**src/rtl/core/dns_pkg.sv**
```systemverilog
`timescale 1ns / 1ps
`default_nettype none
// ----------------------------------------------------------------------------
// dns_pkg
// Shared types and constants of the decimal number scanner.
// ----------------------------------------------------------------------------
package dns_pkg;

  localparam int QUEUE_DEPTH = 4;

  localparam logic [4:0]  SIG_LIMIT = 5'd19;
  localparam logic [30:0] HUGE_EXP  = 31'd1000000000;

  // result status codes
  localparam logic [1:0] ST_OK      = 2'd0;
  localparam logic [1:0] ST_NO_INT  = 2'd1;
  localparam logic [1:0] ST_NO_FRAC = 2'd2;
  localparam logic [1:0] ST_NO_EXP  = 2'd3;

  typedef struct packed {
    logic [7:0] text_byte;
    logic       end_of_text;
  } in_item_t;

  typedef struct packed {
    logic [63:0]        magnitude;
    logic               is_negative;
    logic signed [31:0] decimal_exponent;
    logic               needs_float;
    logic [1:0]         status;
  } out_item_t;

  typedef enum logic [2:0] {
    CL_DIGIT,
    CL_MINUS,
    CL_PLUS,
    CL_DOT,
    CL_EXP,
    CL_SPACE,
    CL_OTHER
  } cls_t;

  typedef struct packed {
    cls_t       cls;
    logic [3:0] digit;
    logic       last;
  } qent_t;

endpackage
`default_nettype wire

```
**src/rtl/core/decimal_number_scanner.sv**
```systemverilog
`timescale 1ns / 1ps
`default_nettype none
// ----------------------------------------------------------------------------
// decimal_number_scanner
// Scans decimal numbers from a text byte stream, one byte per transfer.
// Throughput: one byte per cycle while the queue has room and the output is not
//   stalled; a number closed by end_of_text also passes a finish state in the back end.
// Result path: the terminating byte goes through the queue and then the back
//   end's result register; a number closed by end_of_text also passes the finish state.
// Reset: synchronous; empties the queue, returns to idle, digit limit 19.
// ----------------------------------------------------------------------------
module decimal_number_scanner #(
  parameter int QUEUE_DEPTH = dns_pkg::QUEUE_DEPTH
) (
  input  wire logic               clk,
  input  wire logic               rst,
  input  wire logic               cfg_we,
  input  wire logic [4:0]         cfg_data,
  input  wire logic               in_valid,
  output logic                    in_stall,
  input  wire dns_pkg::in_item_t  in_data,
  output logic                    out_valid,
  input  wire logic               out_stall,
  output dns_pkg::out_item_t      out_data
);

  logic           q_full;
  logic           q_push;
  logic           q_pop;
  logic           q_valid;
  dns_pkg::qent_t q_wdata;
  dns_pkg::qent_t q_rdata;

  dns_front u_front (
    .in_valid (in_valid),
    .in_stall (in_stall),
    .in_data  (in_data),
    .q_full   (q_full),
    .q_push   (q_push),
    .q_wdata  (q_wdata)
  );

  dns_queue #(
    .DEPTH (QUEUE_DEPTH)
  ) u_queue (
    .clk   (clk),
    .rst   (rst),
    .push  (q_push),
    .wdata (q_wdata),
    .full  (q_full),
    .pop   (q_pop),
    .valid (q_valid),
    .rdata (q_rdata)
  );

  dns_back u_back (
    .clk       (clk),
    .rst       (rst),
    .cfg_we    (cfg_we),
    .cfg_data  (cfg_data),
    .q_valid   (q_valid),
    .q_rdata   (q_rdata),
    .q_pop     (q_pop),
    .out_valid (out_valid),
    .out_stall (out_stall),
    .out_data  (out_data)
  );

endmodule
`default_nettype wire

```
**src/rtl/core/dns_front.sv**
```systemverilog
`timescale 1ns / 1ps
`default_nettype none
// ----------------------------------------------------------------------------
// dns_front
// Classifies each incoming text byte and hands it to the queue.
// ----------------------------------------------------------------------------
module dns_front (
  input  wire logic              in_valid,
  output logic                   in_stall,
  input  wire dns_pkg::in_item_t in_data,
  input  wire logic              q_full,
  output logic                   q_push,
  output dns_pkg::qent_t         q_wdata
);

  localparam logic [7:0] CH_SPACE = 8'h20;
  localparam logic [7:0] CH_LF    = 8'h0a;
  localparam logic [7:0] CH_CR    = 8'h0d;
  localparam logic [7:0] CH_NUL   = 8'h00;
  localparam logic [7:0] CH_MINUS = 8'h2d;
  localparam logic [7:0] CH_PLUS  = 8'h2b;
  localparam logic [7:0] CH_DOT   = 8'h2e;
  localparam logic [7:0] CH_LOW_E = 8'h65;
  localparam logic [7:0] CH_UP_E  = 8'h45;
  localparam logic [7:0] CH_ZERO  = 8'h30;

  logic [7:0] offs;

  assign offs     = in_data.text_byte - CH_ZERO;
  assign in_stall = q_full;
  assign q_push   = in_valid && !q_full;

  always_comb begin
    q_wdata.digit = offs[3:0];
    q_wdata.last  = in_data.end_of_text;
    if (offs < 8'd10) begin
      q_wdata.cls = dns_pkg::CL_DIGIT;
    end else if (in_data.text_byte == CH_MINUS) begin
      q_wdata.cls = dns_pkg::CL_MINUS;
    end else if (in_data.text_byte == CH_PLUS) begin
      q_wdata.cls = dns_pkg::CL_PLUS;
    end else if (in_data.text_byte == CH_DOT) begin
      q_wdata.cls = dns_pkg::CL_DOT;
    end else if (in_data.text_byte == CH_LOW_E || in_data.text_byte == CH_UP_E) begin
      q_wdata.cls = dns_pkg::CL_EXP;
    end else if (in_data.text_byte inside {CH_SPACE, CH_LF, CH_CR, CH_NUL}) begin
      q_wdata.cls = dns_pkg::CL_SPACE;
    end else begin
      q_wdata.cls = dns_pkg::CL_OTHER;
    end
  end

endmodule
`default_nettype wire

```
**src/rtl/core/dns_queue.sv**
```systemverilog
`timescale 1ns / 1ps
`default_nettype none
// ----------------------------------------------------------------------------
// dns_queue
// Small FIFO of classified bytes between front and back.
// ----------------------------------------------------------------------------
module dns_queue #(
  parameter int DEPTH = dns_pkg::QUEUE_DEPTH
) (
  input  wire logic            clk,
  input  wire logic            rst,
  input  wire logic            push,
  input  wire dns_pkg::qent_t  wdata,
  output logic                 full,
  input  wire logic            pop,
  output logic                 valid,
  output dns_pkg::qent_t       rdata
);

  localparam int PTR_W = $clog2(DEPTH);
  localparam int CNT_W = $clog2(DEPTH + 1);
  localparam logic [PTR_W-1:0] LAST_PTR = PTR_W'(DEPTH - 1);
  localparam logic [CNT_W-1:0] DEPTH_C  = CNT_W'(DEPTH);

  dns_pkg::qent_t   mem [DEPTH];
  logic [PTR_W-1:0] wr_ptr;
  logic [PTR_W-1:0] rd_ptr;
  logic [CNT_W-1:0] count;

  assign full  = (count == DEPTH_C);
  assign valid = (count != '0);
  assign rdata = mem[rd_ptr];

  always_ff @(posedge clk) begin
    if (push) begin
      mem[wr_ptr] <= wdata;
    end
  end

  always_ff @(posedge clk) begin
    if (rst) begin
      wr_ptr <= '0;
      rd_ptr <= '0;
      count  <= '0;
    end else begin
      if (push) begin
        wr_ptr <= (wr_ptr == LAST_PTR) ? '0 : wr_ptr + 1'b1;
      end
      if (pop) begin
        rd_ptr <= (rd_ptr == LAST_PTR) ? '0 : rd_ptr + 1'b1;
      end
      if (push && !pop) begin
        count <= count + 1'b1;
      end else if (pop && !push) begin
        count <= count - 1'b1;
      end
    end
  end

  a_no_overfill: assert property (@(posedge clk) disable iff (rst) count <= DEPTH_C)
    else $error("queue count above depth");
  a_pop_nonempty: assert property (@(posedge clk) disable iff (rst) pop |-> valid)
    else $error("pop from empty queue");
  a_push_grows: assert property (@(posedge clk) disable iff (rst)
    (push && !pop) |=> count == $past(count) + 1'b1)
    else $error("queue count did not grow on push");

endmodule
`default_nettype wire

```
**src/rtl/core/dns_back.sv**
```systemverilog
`timescale 1ns / 1ps
`default_nettype none
// ----------------------------------------------------------------------------
// dns_back
// Number scanning state machine, accumulators and result register.
// ----------------------------------------------------------------------------
module dns_back (
  input  wire logic              clk,
  input  wire logic              rst,
  input  wire logic              cfg_we,
  input  wire logic [4:0]        cfg_data,
  input  wire logic              q_valid,
  input  wire dns_pkg::qent_t    q_rdata,
  output logic                   q_pop,
  output logic                   out_valid,
  input  wire logic              out_stall,
  output dns_pkg::out_item_t     out_data
);

  typedef enum logic [3:0] {
    PH_IDLE,
    PH_AFTER_MINUS,
    PH_INT,
    PH_AFTER_ZERO,
    PH_AFTER_POINT,
    PH_FRAC,
    PH_AFTER_E,
    PH_AFTER_ESIGN,
    PH_EXP,
    PH_FINISH
  } phase_t;

  localparam logic signed [33:0] EACC_MAX = {1'b0, {33{1'b1}}};
  localparam logic signed [33:0] EACC_MIN = {1'b1, {33{1'b0}}};
  localparam logic [34:0] EDIG_MAX = {4'd0, {31{1'b1}}};
  localparam logic signed [34:0] E32_MAX = {3'b000, 1'b0, {31{1'b1}}};
  localparam logic signed [34:0] E32_MIN = {3'b111, 1'b1, {31{1'b0}}};

  phase_t             phase, phase_next;
  logic [4:0]         limit;
  logic [63:0]        mant, mant_next;
  logic [4:0]         dcount, dcount_next;
  logic signed [33:0] eacc, eacc_next;
  logic [30:0]        edig, edig_next;
  logic               eneg, eneg_next;
  logic               sign, sign_next;
  logic               flt, flt_next;

  logic               go;
  logic               emit_ok;
  logic               emit_err;
  logic [1:0]         err_code;
  logic               dig;
  logic [63:0]        mant_x10;
  logic [34:0]        edig_x10;
  logic [4:0]         dcount_inc;
  logic signed [33:0] eacc_inc;
  logic signed [33:0] eacc_dec;
  logic signed [34:0] e_sum;
  logic signed [31:0] e_sat;
  logic               mant_kill;

  assign go  = !out_valid || !out_stall;
  assign q_pop = q_valid && go && (phase != PH_FINISH);
  assign dig = (q_rdata.cls == dns_pkg::CL_DIGIT);

  assign mant_x10   = (mant << 3) + (mant << 1) + {60'd0, q_rdata.digit};
  assign edig_x10   = ({4'd0, edig} << 3) + ({4'd0, edig} << 1) + {31'd0, q_rdata.digit};
  assign dcount_inc = (dcount == 5'd31) ? dcount : dcount + 5'd1;
  assign eacc_inc   = (eacc == EACC_MAX) ? eacc : eacc + 34'sd1;
  assign eacc_dec   = (eacc == EACC_MIN) ? eacc : eacc - 34'sd1;

  assign e_sum = {eacc[33], eacc} + (eneg ? -$signed({4'd0, edig}) : $signed({4'd0, edig}));
  assign e_sat = (e_sum > E32_MAX) ? E32_MAX[31:0] :
                 (e_sum < E32_MIN) ? E32_MIN[31:0] : e_sum[31:0];
  assign mant_kill = eneg && (edig > dns_pkg::HUGE_EXP);

  always_comb begin
    phase_next  = phase;
    mant_next   = mant;
    dcount_next = dcount;
    eacc_next   = eacc;
    edig_next   = edig;
    eneg_next   = eneg;
    sign_next   = sign;
    flt_next    = flt;
    emit_ok     = 1'b0;
    emit_err    = 1'b0;
    err_code    = dns_pkg::ST_OK;

    if (phase == PH_FINISH && go) begin
      emit_ok = 1'b1;
    end

    if (q_pop) begin
      case (phase)
        PH_IDLE: begin
          if (q_rdata.cls != dns_pkg::CL_SPACE) begin
            mant_next   = '0;
            dcount_next = '0;
            eacc_next   = '0;
            edig_next   = '0;
            eneg_next   = 1'b0;
            sign_next   = 1'b0;
            flt_next    = 1'b0;
            if (q_rdata.cls == dns_pkg::CL_MINUS) begin
              sign_next  = 1'b1;
              phase_next = PH_AFTER_MINUS;
            end else if (dig) begin
              mant_next   = {60'd0, q_rdata.digit};
              dcount_next = (q_rdata.digit != 4'd0) ? 5'd1 : 5'd0;
              phase_next  = (q_rdata.digit != 4'd0) ? PH_INT : PH_AFTER_ZERO;
            end else begin
              emit_err = 1'b1;
              err_code = dns_pkg::ST_NO_INT;
            end
          end
        end
        PH_AFTER_MINUS: begin
          if (dig) begin
            mant_next   = {60'd0, q_rdata.digit};
            dcount_next = (q_rdata.digit != 4'd0) ? 5'd1 : 5'd0;
            phase_next  = (q_rdata.digit != 4'd0) ? PH_INT : PH_AFTER_ZERO;
          end else begin
            emit_err = 1'b1;
            err_code = dns_pkg::ST_NO_INT;
          end
        end
        PH_INT, PH_AFTER_ZERO: begin
          if (dig && phase == PH_INT) begin
            if (dcount < limit) begin
              mant_next = mant_x10;
            end else begin
              eacc_next = eacc_inc;
            end
            dcount_next = dcount_inc;
          end else if (q_rdata.cls == dns_pkg::CL_DOT) begin
            flt_next   = 1'b1;
            phase_next = PH_AFTER_POINT;
          end else if (q_rdata.cls == dns_pkg::CL_EXP) begin
            flt_next   = 1'b1;
            phase_next = PH_AFTER_E;
          end else begin
            emit_ok = 1'b1;
          end
        end
        PH_AFTER_POINT, PH_FRAC: begin
          if (dig) begin
            if (dcount < limit) begin
              mant_next = mant_x10;
              eacc_next = eacc_dec;
              if (mant != '0 || q_rdata.digit != 4'd0) begin
                dcount_next = dcount_inc;
              end
            end
            phase_next = PH_FRAC;
          end else if (phase == PH_AFTER_POINT) begin
            emit_err = 1'b1;
            err_code = dns_pkg::ST_NO_FRAC;
          end else if (q_rdata.cls == dns_pkg::CL_EXP) begin
            phase_next = PH_AFTER_E;
          end else begin
            emit_ok = 1'b1;
          end
        end
        PH_AFTER_E, PH_AFTER_ESIGN, PH_EXP: begin
          if (dig) begin
            edig_next  = (edig_x10 > EDIG_MAX) ? EDIG_MAX[30:0] : edig_x10[30:0];
            phase_next = PH_EXP;
          end else if (phase == PH_AFTER_E && q_rdata.cls == dns_pkg::CL_MINUS) begin
            eneg_next  = 1'b1;
            phase_next = PH_AFTER_ESIGN;
          end else if (phase == PH_AFTER_E && q_rdata.cls == dns_pkg::CL_PLUS) begin
            phase_next = PH_AFTER_ESIGN;
          end else if (phase == PH_EXP) begin
            emit_ok = 1'b1;
          end else begin
            emit_err = 1'b1;
            err_code = dns_pkg::ST_NO_EXP;
          end
        end
        default: begin
          phase_next = PH_IDLE;
        end
      endcase

      if (q_rdata.last && !emit_ok && !emit_err) begin
        if (phase_next inside {PH_INT, PH_AFTER_ZERO, PH_FRAC, PH_EXP}) begin
          phase_next = PH_FINISH;
        end else if (phase_next == PH_AFTER_MINUS) begin
          emit_err = 1'b1;
          err_code = dns_pkg::ST_NO_INT;
        end else if (phase_next == PH_AFTER_POINT) begin
          emit_err = 1'b1;
          err_code = dns_pkg::ST_NO_FRAC;
        end else if (phase_next inside {PH_AFTER_E, PH_AFTER_ESIGN}) begin
          emit_err = 1'b1;
          err_code = dns_pkg::ST_NO_EXP;
        end
      end
    end

    if (emit_ok || emit_err) begin
      phase_next = PH_IDLE;
    end
  end

  always_ff @(posedge clk) begin
    if (rst) begin
      phase     <= PH_IDLE;
      limit     <= dns_pkg::SIG_LIMIT;
      mant      <= '0;
      dcount    <= '0;
      eacc      <= '0;
      edig      <= '0;
      eneg      <= 1'b0;
      sign      <= 1'b0;
      flt       <= 1'b0;
      out_valid <= 1'b0;
    end else begin
      phase  <= phase_next;
      mant   <= mant_next;
      dcount <= dcount_next;
      eacc   <= eacc_next;
      edig   <= edig_next;
      eneg   <= eneg_next;
      sign   <= sign_next;
      flt    <= flt_next;
      if (cfg_we) begin
        limit <= (cfg_data > dns_pkg::SIG_LIMIT) ? dns_pkg::SIG_LIMIT : cfg_data;
      end
      if (emit_ok || emit_err) begin
        out_valid <= 1'b1;
      end else if (!out_stall) begin
        out_valid <= 1'b0;
      end
    end
    if (emit_ok) begin
      out_data.magnitude        <= mant_kill ? '0 : mant;
      out_data.is_negative      <= sign;
      out_data.decimal_exponent <= e_sat;
      out_data.needs_float      <= flt;
      out_data.status           <= dns_pkg::ST_OK;
    end else if (emit_err) begin
      out_data.magnitude        <= '0;
      out_data.is_negative      <= 1'b0;
      out_data.decimal_exponent <= '0;
      out_data.needs_float      <= 1'b0;
      out_data.status           <= err_code;
    end
  end

  a_emit_free: assert property (@(posedge clk) disable iff (rst)
    (emit_ok || emit_err) |-> go)
    else $error("result produced while output register busy");
  a_finish_no_pop: assert property (@(posedge clk) disable iff (rst)
    (phase == PH_FINISH) |-> !q_pop)
    else $error("byte consumed while finishing a number");
  a_emit_to_idle: assert property (@(posedge clk) disable iff (rst)
    (emit_ok || emit_err) |=> phase == PH_IDLE && out_valid)
    else $error("scanner not idle after result");
  a_err_zero: assert property (@(posedge clk) disable iff (rst)
    (out_valid && out_data.status != dns_pkg::ST_OK) |-> out_data.magnitude == '0)
    else $error("error result carries a magnitude");

endmodule
`default_nettype wire
```
**config.mk**
```make
export PLATFORM = sky130hd
export DESIGN_NAME = decimal_number_scanner
export DESIGN_NICKNAME = d
export VERILOG_FILES = /design/src/rtl/core/dns_pkg.sv /design/src/rtl/core/decimal_number_scanner.sv /design/src/rtl/core/dns_front.sv /design/src/rtl/core/dns_queue.sv /design/src/rtl/core/dns_back.sv
export SDC_FILE = /design/constraint.sdc
export NUM_CORES = 1
export LEC_CHECK = 0
export BUFFER_PORTS_ARGS = -buffer_cell sky130_fd_sc_hd__buf_2
export CAP_MARGIN = 10
export CELL_PAD_IN_SITES_DETAIL_PLACEMENT = 2
export CELL_PAD_IN_SITES_GLOBAL_PLACEMENT = 2
export CORE_ASPECT_RATIO = 2
export CORE_MARGIN = 2
export CORE_UTILIZATION = 43
export CTS_CLUSTER_SIZE = 16
export DETAILED_ROUTE_END_ITERATION = 8
export PLACE_DENSITY_LB_ADDON = 0.05
export SLEW_MARGIN = 0
export SYNTH_ARGS = -nofsm -noshare
export SYNTH_HDL_FRONTEND = slang
export SYNTH_HIERARCHICAL = 1
export SYNTH_SLANG_ARGS = --single-unit
```
**constraint.sdc**
```tcl
create_clock -name clk -period 10.4 [get_ports clk]
set_input_delay 2.6 -clock clk [delete_from_list [all_inputs] [get_ports clk]]
set_output_delay 2.6 -clock clk [all_outputs]
set_load 0.01 [all_outputs]
```
==> results.yml <==
outcome:
  status: "completed"
pwr:
  pwr-share-comb_pct: 31.0
  pwr-share-clk_pct: 27.1
  p_int_uw: 2450
  p_leak_uw: 0.0109
  pwr-share-seq_pct: 41.9
  power_uw: 3940
  irDropWorstVdd_mv: 0.270
  p_sw_uw: 1490
  p_per_area_nw_per_um2: 165
  switching_share_pct: 37.8
timing:
  finalClockSkew_ns: 0.0170
  fmax_mhz: 166
  finalWorstSetupSlack_ns: 4.38
  fin_crit_sh_pct: 57.9
  fin_tns_setup_ns: 0
  drv_slew: 0
  hold_violations: 0
  finalSetupViolCount: 0
  finalCriticalPeriod_ns: 6.02
  rsz0062_at_grt: "no"
  worst_pin_slew_ns: 1.13
  slew_headroom_pct: 25.0
global_route:
  grt_max_degree: 74
  antenna_found_initial: 1
  grt_usage_pct: 30.0
  grt_pass1_vias: 21951
  grt_pass1_wl_um: 124000
  gr-total-overflow: 0
clock_network:
  clock_latency_ns: 0.60
  cts_hold_buf: 0
  cts_tree: "done"
  cts_resized: 0
  postCtsSetupBuffers: 0
  clock-root-buffer: "clkbuf_16"
  ctsHtreeMaxLevel: 1
  clk_path_buf_depth: 3
  cts_inserted_buffers: 28
  clkTransAtPathRegs_ns: 0.07
  cts_num_sinks: 288
placed_design:
  portBuffers: 120
  placed_area_um2: 22900
  gp_congestion: 0.911
  dp_slack_ns: 4.47
  place_inst: 3083
  hpwl_um: 62300
floorplan:
  initial_core_util_pct: 43.3
  die-area_um2: 52900
  die_h_um: 323
  die_x_um: 164
  coreArea_um2: 50700
  core.rowCount: 117
  io_pins: 121
synth:
  synth_xor_area_share_pct: 6.75
  seq_area_frac_synth_pct: 32.2
  synth-simple-area-share_pct: 17.2
  async_flop_share_pct: 0
  synthFlopType: "dfxtp_1"
  ys_warn_count: 6
  synth_cell_type_count: 92
  postSynthAreaPerCell_um2: 9.07
  synth.area.mux_share_pct: 1.47
  synth_top_family_by_area: "compound AO/OA/AOI/OAI gates"
  syn_area_um2: 21900
  synth-compound-area-share_pct: 23.2
  synth_common_cells: "ha_1 (263), a21oi_1 (195), nor2_1 (187), dfxtp_1 (158), nand2_1 (140)"
  synth_edf_count: 130
  synth_seq_cells: 288
  synth_top_cell_area_share_pct: 17.8
  yosys.area.top_type: "edfxtp_1"
  synth.most_common_cell: "ha_1"
  synth_nets: 2706
  yosys-top-cells-area: "edfxtp_1 (18%), ha_1 (15%), dfxtp_1 (14%), a21oi_1 (4.5%), xnor2_1 (4.2%)"
  synthCells: 2417
  synth_adder_area_share_pct: 15.7
worst_setup_path:
  slowest_delay_ns: 0.65
  slowest_stage: "o31a_2"
  cp_max_fo: 31
  critPathKind: "register to register"
  critPathRequiredTime_ns: 10.70
  arrival_ns: 6.32
  start_kind: "register"
  worst_setup_path_end_kind: "register"
  path_common_cell: "o21ai_0"
  path_cells: "nor3_1 > nand3_1 > nor3_1 > nand2_1 > or4_1 > o21ai_0 > nand2_1 > xor2_1 > ha_1 > and3_1 > and3_1 > nand3_1 > o21ai_0 > a31oi_1 > o21ai_0 > a211oi_1 > nor2_1 > xnor2_1 > o31a_2 > o31ai_1"
final_layout:
  fill_cells: 5635
  final_cells: 3136
  antenna_cells: 0
  design_area_um2: 23900
  area_growth_pct: 8.92
  final_nets: 2749
  drive_gt1_share_pct: 9.27
routing:
  wl_per_cell_um: 25.3
  postRouteAntennaNets: 0
  vias: 19637
  route.detailed.drc: 0
  viasPerCell: 6.26
  drt-total-wl_um: 79400
  drt_iter0_drc: 723
  firstDrtPassIters: 5
hold_path:
  hp-class: "register to register"
flow_run:
  cap_violations: 0
==> cell usage in the layout, fill, tap and decap left out, types with 20 or more instances in the layout <==
cell type  Yosys  layout
a21o_1        91      91
a21oi_1      195     194
a221o_1       28      28
a22o_1        30      30
a22oi_1       38      38
a31oi_1       24      23
and2_1        93      93
buf_2          9     120
clkbuf_16      0      30
dfxtp_1      158     158
edfxtp_1     130     130
ha_1         263     263
inv_1         55      54
nand2_1      140     140
nand2b_1      32      32
nand3_1       30      30
nand4_1       41      41
nor2_1       187     186
nor2b_1       28      28
nor3_1        52      51
nor4_1        43      43
o21a_1        27      27
o21ai_0      129     129
o21bai_1      20      20
o31ai_1       42      42
xnor2_1      106     106
xor2_1        61      61
==> cells by family after synthesis <==
| family | after synthesis |
|---|---|
| mux | 22 |
| buf+inv | 177 |
| compound gates | 756 |
| fa+ha+maj | 272 |
| simple gates | 734 |
| flops | 288 |
| xor+xnor | 168 |
==> layout make-up <==
cell class | count | area (um^2) | area share, %
Sequential cell | 288 | 7070 | 29.6
Clock inverter | 14 | 136 | 0.571
Timing Repair Buffer | 135 | 713 | 2.99
Multi-Input combinational cell | 1952 | 14100 | 59.2
Inverter | 55 | 209 | 0.875
Tap cell | 654 | 818 | 3.43
Clock buffer | 38 | 791 | 3.31
==> path summary, 6_finish.rpt <==
kind / cells past startpoint / slack [ns] / startpoint / end
worst max-delay path: 20 / 4.38 / u_back/edig[2] / u_back/out_data[7]
worst min-delay path: 2 / 0.48 / u_back/eneg / u_back/eneg
worst max register to register: 20 / 4.38 / u_back/edig[2] / u_back/out_data[7]
worst min register to register: 2 / 0.48 / u_back/eneg / u_back/eneg
==> metal layers <==
layer / GRT usage [%] / routed length, um / up-vias
met3: 1.97 / 1640 / 190
li1: - / - / 9163
met5: 0 / 0 / -
met4: 15.3 / 4340 / 0
met2: 60.2 / 44900 / 373
met1: 30.1 / 28500 / 9911
==> registers in the layout, indices dropped and copies added (netlist names), named ones only <==
register          cells
u_back/sign           1
u_back/out_valid      1
u_back/flt            1
u_queue/wr_ptr        2
u_back/dcount         5
u_queue/count         3
u_back/eacc          34
u_back/out_data     100
u_queue/rd_ptr        2
u_back/phase          4
u_back/eneg           1
u_queue/mem          32
u_back/edig          31
u_back/limit          5
u_back/mant          64
==> power groups by stage <==
| stage | clock (uW) | combinational, uW | sequential (uW) |
|---|---|---|---|
| finish | 1070 | 1220 | 1650 |
| global route | 1130 | 1340 | 1680 |
| CTS | 1100 | 1230 | 1660 |
| detailed placement | 0 | 1220 | 1670 |
| global placement | 0 | 1170 | 1660 |
| floorplan | 0 | 660 | 1740 |
==> per-stage QoR <==
step	hold slack (ns)	utilization [%]
3_3_place_gp	0.461	45.3
3_5_place_dp	0.479	45.3
5_1_grt	0.525	47.1
4_1_cts	0.488	47.1
2_1_floorplan	0.452	-
6_report	0.481	47.1
==> critical path: cells and delay by family (launching register included) <==
kind / cells / cell delay [ns]
AOI/OAI and AO/OA: 7 / 2.00
xor gates and xnor gates: 2 / 0.56
adders and majority gates: 1 / 0.38
DFF: 1 / 0.41
and+or+nand+nor: 10 / 2.37
Note: power is estimated with default switching activity, not from simulation.
